File: src/rtl/qlns_pkg.sv
// ----------------------------------------------------------------------------
// qlns_pkg
// Shared sizes, codes and controller/datapath interface types for the
// Q-learning next-hop selector.
// ----------------------------------------------------------------------------
package qlns_pkg;

	localparam int NB_SLOTS   = 16;
	localparam int PAIR_SLOTS = 64;

	localparam int NB_IW   = (NB_SLOTS > 1) ? $clog2(NB_SLOTS) : 1;
	localparam int NB_CW   = $clog2(NB_SLOTS + 1);
	localparam int PAIR_IW = (PAIR_SLOTS > 1) ? $clog2(PAIR_SLOTS) : 1;
	localparam int PAIR_CW = $clog2(PAIR_SLOTS + 1);

	localparam int IN_DATA_W  = 144;
	localparam int OUT_DATA_W = 48;
	localparam int OUT_USER_W = 4;

	// 0.5 in s15.16
	localparam logic signed [31:0] Q_SEED = 32'sd32768;

	typedef enum logic [2:0] {
		VERDICT_OWN     = 3'd0,
		VERDICT_DELIVER = 3'd1,
		VERDICT_FORWARD = 3'd2,
		VERDICT_DROP    = 3'd3,
		VERDICT_UPDATED = 3'd4
	} verdict_t;

	typedef enum logic [1:0] {
		CFG_SELF_ADDR  = 2'd0,
		CFG_LEARN_RATE = 2'd1,
		CFG_DISCOUNT   = 2'd2,
		CFG_EXPIRY     = 2'd3
	} cfg_idx_t;

	typedef struct packed {
		logic [15:0] state;
		logic [15:0] action;
		logic [31:0] q;
	} pair_ent_t;

	typedef struct packed {
		logic load_in;
		logic scan_start;
		logic scan_run;
		logic nb_update;
		logic seed;
		logic sel_start;
		logic sel_run;
		logic sel_finish;
		logic mul1;
		logic diff;
		logic mul2;
		logic sat;
		logic out_load;
	} cmd_t;

	typedef struct packed {
		logic scan_done;
		logic sel_done;
		logic is_own;
		logic is_deliver;
		logic out_free;
	} stat_t;

endpackage

File: src/rtl/qlns_ctrl.sv
// ----------------------------------------------------------------------------
// qlns_ctrl
// Sequencer: accepts an item, runs the neighbor refresh, the pair sweep,
// the seed, hop selection or the update arithmetic, and hands off the result.
// ----------------------------------------------------------------------------
module qlns_ctrl (
	input  logic            clk,
	input  logic            arst_n,
	input  logic            in_valid,
	input  logic            in_op,
	output logic            in_ready,
	input  qlns_pkg::stat_t stat,
	output qlns_pkg::cmd_t  cmd
);

	typedef enum logic [9:0] {
		ST_IDLE   = 10'b00_0000_0001,
		ST_RX_NB  = 10'b00_0000_0010,
		ST_SCAN   = 10'b00_0000_0100,
		ST_SEED   = 10'b00_0000_1000,
		ST_SELECT = 10'b00_0001_0000,
		ST_MUL1   = 10'b00_0010_0000,
		ST_DIFF   = 10'b00_0100_0000,
		ST_MUL2   = 10'b00_1000_0000,
		ST_SAT    = 10'b01_0000_0000,
		ST_DONE   = 10'b10_0000_0000
	} state_t;

	state_t state_q, state_d;
	logic   op_q;

	assign in_ready = (state_q == ST_IDLE);

	always_comb begin
		state_d = state_q;
		cmd     = '0;
		case (state_q)
			ST_IDLE: begin
				if (in_valid) begin
					cmd.load_in    = 1'b1;
					cmd.scan_start = 1'b1;
					state_d        = in_op ? ST_SCAN : ST_RX_NB;
				end
			end
			ST_RX_NB: begin
				cmd.nb_update = 1'b1;
				state_d       = ST_SCAN;
			end
			ST_SCAN: begin
				cmd.scan_run = 1'b1;
				if (stat.scan_done) begin
					state_d = op_q ? ST_MUL1 : ST_SEED;
				end
			end
			ST_SEED: begin
				cmd.seed = 1'b1;
				if (stat.is_own || stat.is_deliver) begin
					state_d = ST_DONE;
				end else begin
					cmd.sel_start = 1'b1;
					state_d       = ST_SELECT;
				end
			end
			ST_SELECT: begin
				cmd.sel_run = 1'b1;
				if (stat.sel_done) begin
					cmd.sel_finish = 1'b1;
					state_d        = ST_DONE;
				end
			end
			ST_MUL1: begin
				cmd.mul1 = 1'b1;
				state_d  = ST_DIFF;
			end
			ST_DIFF: begin
				cmd.diff = 1'b1;
				state_d  = ST_MUL2;
			end
			ST_MUL2: begin
				cmd.mul2 = 1'b1;
				state_d  = ST_SAT;
			end
			ST_SAT: begin
				cmd.sat = 1'b1;
				state_d = ST_DONE;
			end
			ST_DONE: begin
				// hold until the output register can take the result
				if (stat.out_free) begin
					cmd.out_load = 1'b1;
					state_d      = ST_IDLE;
				end
			end
			default: begin
				state_d = ST_IDLE;
			end
		endcase
	end

	always_ff @(posedge clk or negedge arst_n) begin
		if (!arst_n) begin
			state_q <= ST_IDLE;
			op_q    <= 1'b0;
		end else begin
			state_q <= state_d;
			if (cmd.load_in) begin
				op_q <= in_op;
			end
		end
	end

endmodule

File: config.mk
export PLATFORM = sky130hd
export DESIGN_NAME = qlns_ctrl
export DESIGN_NICKNAME = d
export VERILOG_FILES = /design/src/rtl/qlns_pkg.sv /design/src/rtl/qlns_ctrl.sv
export SDC_FILE = /design/constraint.sdc
export NUM_CORES = 1
export LEC_CHECK = 0
export ABC_CLOCK_PERIOD_IN_PS = 1800
export BUFFER_PORTS_ARGS = -buffer_cell sky130_fd_sc_hd__buf_2
export CORE_AREA = 5 5 44 55
export CTS_BUF_LIST = sky130_fd_sc_hd__clkbuf_4 sky130_fd_sc_hd__clkbuf_8
export DETAILED_ROUTE_END_ITERATION = 8
export DIE_AREA = 0 0 49 60
export PLACE_DENSITY = 0.72
export REMOVE_ABC_BUFFERS = 1
export SLEW_MARGIN = 10
export SYNTH_ARGS = -nofsm -noshare
export SYNTH_HDL_FRONTEND = slang
export SYNTH_SLANG_ARGS = --single-unit
File: constraint.sdc
create_clock -name clk -period 1.8 [get_ports clk]
set_clock_uncertainty 0.2 [all_clocks]
set_input_delay 0.18 -clock clk [delete_from_list [all_inputs] [get_ports clk]]
set_output_delay 0.18 -clock clk [all_outputs]
set_load 0.02 [all_outputs]
# Yosys cells after proc, flatten, opt, wreduce, memory -nomap -nowiden
# Cells that the tools add are included.
[word_totals] register_bits=11 ramBits=0 latch_bits=0 mem_count=0 input_bits=9 rom_bits=0
[op_classes] eq_ne=14 mul=0 add_sub_neg=0 div_mod_pow=0 muxes=22 n_reduce_logical=2 n_shift=0 bitwise_logic=0 magnitude_cmp=0
[ops] operator="10-bit case mux with 10 select lines" count=1
[ops] operator="10-bit two-way mux" count=5
[ops] operator="10-bit by 1-bit equality test with 1-bit output, second input constant" count=1
[ops] operator="10-bit equality test, second input constant" count=1
[ops] operator="10-bit by 2-bit equality test with 1-bit output, second input constant" count=1
[ops] operator="10-bit by 3-bit equality test with 1-bit output, second input constant" count=1
[ops] operator="10-bit by 4-bit equality test with 1-bit output, second input constant" count=1
[ops] operator="10-bit by 5-bit equality test with 1-bit output, second input constant" count=1
[ops] operator="10-bit by 6-bit equality test with 1-bit output, second input constant" count=1
[ops] operator="10-bit by 7-bit equality test with 1-bit output, second input constant" count=1
[ops] operator="10-bit by 8-bit equality test with 1-bit output, second input constant" count=1
[ops] operator="10-bit by 9-bit equality test with 1-bit output, second input constant" count=1
[ops] operator="1-bit two-way mux" count=10
[ops] operator="2-bit two-way mux" count=4
[ops] operator="2-bit != test, second input constant" count=4
[ops] operator="6-bit two-way mux" count=1
[ops] operator="4-bit AND reduction" count=1
[ops] operator="3-bit two-way mux" count=1
[ops] operator="1-bit logical OR" count=1

# Depth between registers and ports, before layout
# Gate-level depths: netlist of the first run.
[depth] ltp_word=3 ltp_mapped=6 ltp_nobuf=4

# Worst setup path after synthesis of the first run
# No wires, ideal clock.
[synth_path] path_kind="reg2out" startpoint="register state_q[6]" endpoint="output cmd[1] (netlist name)" stages_incl_launch_ff=5 path_slack_ps=-472 arrival_time_ps=1892 required_time_ps=1420 path_cell_list="dfrtp_1 -> buf_2 -> nor4_1 -> nand2_1 -> nor4b_1"
[synth_lines] item="start: declaration" line="qlns_ctrl.sv:29" text="state_t state_q, state_d;"
[synth_lines] item="start signal: assignment" line="qlns_ctrl.sv:105" text="state_q <= state_d;"
[synth_lines] item="end: declaration" line="qlns_ctrl.sv:13" text="output qlns_pkg::cmd_t cmd"

==> out/results.ini, run 1 <==
[final_layout]
regArea_um2 = 276.5
multi_input_area_um2 = 584.3
area_growth_syn_to_layout_pct = 86.01
final_layout_size_suffix_gt1_frac = 0.6643
final_cell_area_um2 = 1448
num-fill-cells = 116
fin_nets = 153
num_antenna_cells = 0

[clock_tree]
cts_sinks = 11
ctsLongestPathBuffers = 2
clk_latency_ns = 0.27
root_buffer = clkbuf_4
path_clk_slew_ns = 0.08
htree_levels = 1
cts_buffers = 3
cts_tree = done

[yosys]
synth_area_um2 = 778.2
synth_most_common_cell = dfrtp_1
synth-edff-count = 0
syn-instance-count = 83
synth_top_area_share = 0.3215
synth_common_cells = dfrtp_1 (10), nor2_1 (7), nand2_1 (5)
yosysTopAreaCell = dfrtp_1
synth_ff_type = dfrtp_1
ys_seq_elements = 11
ys_seq_area_frac = 0.3553
yosysUniqueCellTypes = 38
ys_top_cells_by_area = dfrtp_1 (32%), nor3b_2 (6.4%), dfstp_2 (3.4%), nor2_1 (3.4%), nor4_1 (3.2%)
synth_warnings = 0
synthArstFlopShare = 1.000
syn_avg_cell_area_um2 = 9.376

[die]
pin_count = 23
die_h_um = 60
dieWidth_um = 49
rows = 18
die_area_um2 = 2940
core_um2 = 1892
start_util = 0.4114

[route]
drtAntennaViolNets = 0
drt_first_iter_violations = 30
drt-pass1-iter-count = 4
vias = 937
wirelength_um = 2908
via_per_inst = 5.748
wl_per_cell_um = 17.84
drc = 0

[place]
place_area_um2 = 1031
gp_congestion = 0.8552
port_buffers = 22
hpwl_um = 1557

[critical_path]
crit_chain = or3_4 -> or4_4 -> nor3b_2 -> buf_4
crit_fanout = 3
arrival_ns = 1.94
crit_required_ns = 1.42
max_stage_delay_ns = 0.52
end_kind = primary output
critical-path-slowest-cell = or4_4
worstSetupStartpointType = flip-flop
crit_type = reg2out

[timing]
fmax_mhz = 431.4
worst_pin_slew_ns = 0.4031
max_slew_margin = 0.7288
min_period_over_period = 1.288
finalMaxSlewViolations = 0
hold_viol_final = 0
setup_ws_ns = -0.5179
fin_crit_ns = 2.318
rsz0062_at_grt = true
setup_violations = 20

[grt]
grt_usage = 0.1745
grt_pass1_vias = 936
grt_max_degree = 12
grt_remaining_overflow = 0
grt_pass1_wl_um = 3974
antenna_found_initial = 0

[pwr]
p_leak_nw = 0.6961
powerDensity_nw_per_um2 = 1133
irDropWorstVdd_mv = 0.8858
power_mw = 1.641

[run_status]
violations = setup timing
status = finished with violations

[min_path]
hold_class = in2reg

[flow_run]
drv_cap = 0

-- final cells by class --
class	count	area share
Multi-Input combinational cell	62	0.4036
Tap cell	20	0.01729
Clock inverter	1	0.003457
Sequential cell	11	0.1910
Timing Repair Buffer	62	0.3570
Clock buffer	3	0.01556
Inverter	4	0.01210
-- placed cells by master, fill, tap and decap left out, types with 3 or more instances in the layout --
cell type / instances
buf_2: 9
dlygate4sd3_1: 4
nand2_1: 3
nor2_4: 3
or4_4: 3
buf_6: 17
nor3b_2: 4
clkbuf_4: 3
o21ai_0: 3
buf_4: 32
dfrtp_1: 10
nor2_1: 3
-- report_power, final --
part	total [mW]	internal, mW	leakage, nW	switching [mW]
clock network	0.171	0.0823	0.0177	0.0882
registers	0.329	0.297	0.147	0.0325
logic	1.14	0.603	0.532	0.538
total	1.64	0.982	0.696	0.659
-- sequential cells by signal, summed over array words and instances (netlist names) --
| register | count |
|---|---|
| op_q | 1 |
| state_q | 10 |
-- cells by family (layout without fill, tap and decap cells) --
kind of cell,count (synthesis),after routing,synth area share
flip-flops,11,11,0.3553
XOR/XNOR,3,3,0.03377
buffers and inverters,10,70,0.07072
AO/OA/AOI/OAI,12,12,0.1077
multiplexers,1,1,0.01447
AND/OR/NAND/NOR,46,46,0.4180
-- through the flow --
step / hold WS, ns / utilization / instances / TNS, ns / worst slack (ns)
floorplan: -0.3156 / - / 77 / -2.745 / -0.4391
global placement: -0.1439 / 0.5450 / 140 / -0.7861 / -0.1755
detailed placement: -0.1412 / 0.5450 / 140 / -1.094 / -0.2367
CTS: 0.03822 / 0.6713 / 152 / -3.824 / -0.5051
global route: 0.07431 / 0.7652 / 163 / -6.233 / -0.5432
finish: 0.04520 / 0.7652 / 163 / -5.118 / -0.5179
-- path summary, 6_finish.rpt --
kind	end	slack (ns)	startpoint	cells past startpoint
worst max-delay path	cmd[2]	-0.52	state_q[4]	4
worst max register to register	state_q[5]	-0.25	state_q[1]	5
worst min-delay path	state_q[9]	0.05	stat[0]	4
min in group asynchronous	state_q[1]	0.11	arst_n	2
worst min register to register	state_q[3]	0.28	op_q	1
max in group asynchronous	state_q[0]	1.03	arst_n	2
-- critical path, delay by kind of cell, from the launching register on --
kind | cells | cell delay (ns)
simple gates | 3 | 1.10
buf+inv | 1 | 0.17
flops | 1 | 0.39
-- timing repair --
| action | CTS | global route |
|---|---|---|
| hold endpoints to repair | 16 | 0 |
| pin swaps | 10 | 12 |
| resized for setup | 40 | 22 |
| endpoints found under the setup margin | 20 | 21 |
| setup buffers | 4 | 14 |
| hold buffers | 4 | 0 |
| cloned | 0 | 0 |
-- per-layer routing --
layer,GRT usage,vias up,routed length (um)
met1,0.1842,454,1099
met4,0.09615,0,63
met2,0.3228,42,1597
met5,0,-,0
li1,-,432,-
met3,0.03491,9,147
Note: power is estimated with default switching activity, not from simulation.
==> inputs of run 2 (changes only) <==
Settings changed: CELL_PAD_IN_SITES_DETAIL_PLACEMENT set to 1, CELL_PAD_IN_SITES_GLOBAL_PLACEMENT set to 1, CORE_AREA 5 5 44 55 to 5 5 49 61, DIE_AREA 0 0 49 60 to 0 0 54 66, PLACE_DENSITY 0.72 to 0.75.
==> run 2 against run 1 <==
  * The flow still finishes with violations (setup timing)
  * Total power up 16%
  * Register-to-register slack worse by 0.05 ns
  * Via count up 4.2%
  * Count of clock-buffer cells in the layout unchanged
  * First-iteration DRC count down 23%
  * Critical endpoint is now cmd[3]
  * Highest routed layer unchanged
==> out/results.ini, run 2 (synthesis results as in run 1) <==
[run_status]
status = finished with violations
violations = setup timing

[pwr]
irDropWorstVdd_mv = 0.8534
power_mw = 1.898
powerDensity_nw_per_um2 = 1201
p_leak_nw = 0.7282

[timing]
max_slew_margin = 0.6307
rsz0062_at_grt = true
setup_tns_ns = -7.125
setup_ws_ns = -0.6336
finalMaxSlewViolations = 0
setup_violations = 23
hold_viol_final = 0
fmax_mhz = 410.9
min_period_over_period = 1.352
worst_pin_slew_ns = 0.5463
holdWs_ns = 0.05964
fin_crit_ns = 2.434

[min_path]
hold_class = in2reg

[final_layout]
num_antenna_cells = 0
largest_reg_flops = 10
regMostFlops = state_q
fin_nets = 155
final_cell_area_um2 = 1580
reg.largest.list = state_q (10), op_q (1)
area_growth_syn_to_layout_pct = 103.1
final_common_cell = buf_6
final_layout_size_suffix_gt1_frac = 0.7034
final_cell_mix = buf_6 (26), buf_4 (25), dfrtp_1 (10)

[place]
hpwl_um = 1775
gp_congestion = 0.8937
port_buffers = 22
place_area_um2 = 1025

[clock_tree]
cts_buffers = 3
cts_tree = done
clk_latency_ns = 0.30
ctsLongestPathBuffers = 2
cts_sinks = 11
htree_levels = 1
path_clk_slew_ns = 0.09
root_buffer = clkbuf_4

[critical_path]
crit_chain = or3_4 -> or4_4 -> nor3b_2 -> buf_4
crit_fanout = 3
r2r-start = state_q[8]
critical-path-slowest-cell = or4_4
max_stage_delay_ns = 0.53
crit_end = cmd[3]
worstSetupStartpointType = flip-flop
reg2reg_depth = 5
crit_type = reg2out
r2r_setup_slack_ns = -0.30
worstReg2RegEnd = state_q[8]
arrival_ns = 2.05
cp.depth = 4
crit_required_ns = 1.42
crit_start = state_q[8]
crit_buf_inv = 1
end_kind = primary output
cp_top_family = simple AND/OR/NAND/NOR gates

[route]
drtAntennaViolNets = 0
via_per_inst = 5.483
drt-pass1-iter-count = 4
wirelength_um = 4469
drt_first_iter_violations = 23
drc = 0
wl_per_cell_um = 25.11
vias = 976

[flow_run]
drv_cap = 0

[die]
pin_count = 23
die_h_um = 66
die_area_um2 = 3564
core_um2 = 2377
rows = 20
dieWidth_um = 54
start_util = 0.3274

[grt]
grt_pass1_vias = 1073
grt_pass1_wl_um = 5264
antenna_found_initial = 0
grt_remaining_overflow = 0
grt_usage = 0.2066
grt_max_degree = 12

[run 2: cell type report]
cell class	instances	area [um^2]
flip-flops and latches	11	276.5
well taps	33	41.29
clock inverters	1	5.005
multi-input cells	62	636.9
clock buffers	3	22.52
inverters	4	17.52
repair buffers	64	580.6
fillers	251	797.0
[run 2: metrics by stage]
stage	setup slack [ns]	std cells	util
after floorplan	-0.4391	77	-
after global placement	-0.1757	150	0.4311
after detailed placement	-0.2148	150	0.4311
after CTS	-0.4983	168	0.5979
after global routing	-0.6759	178	0.6647
final	-0.6336	178	0.6647
[run 2: timing repair]
action                                 4_1_cts  5_1_grt
setup endpoints to repair                   23       24
pin swaps                                   17        9
hold buffers                                 4        0
resized for setup                           65       17
endpoints found under the hold margin       16        0
buffers inserted                            11       10
[run 2: layer usage]
| metal | global-route usage | up-vias | part of all wire |
|---|---|---|---|
| met3 | 0.03386 | 20 | 0.049 |
| li1 | - | 429 | - |
| met2 | 0.3545 | 42 | 0.54 |
| met5 | 0 | - | 0 |
| met4 | 0.09657 | 0 | 0.053 |
| met1 | 0.2420 | 485 | 0.36 |
[run 2: worst min-delay path by stage]
stage / from / end / slack, ns / cells after the start
finish: stat[1] / state_q[4] / 0.06 / 3
detailed placement: arst_n / state_q[4] / -0.13 / 1
global placement: arst_n / state_q[4] / -0.14 / 1
global route: stat[1] / state_q[4] / 0.07 / 3
CTS: stat[0] / state_q[9] / 0.04 / 4
floorplan: arst_n / op_q / -0.32 / 0
[run 2: where the power goes]
group | internal, mW | switching, mW
clock | 0.0830 | 0.110
sequential | 0.297 | 0.0342
combinational | 0.724 | 0.650
[run 2: worst reg2reg max path: cells and delay by family, from the launching register on]
family                 cells  cell delay [ns]
DFF                        1             0.41
buffers and inverters      2             0.30
and+or+nand+nor            3             1.11
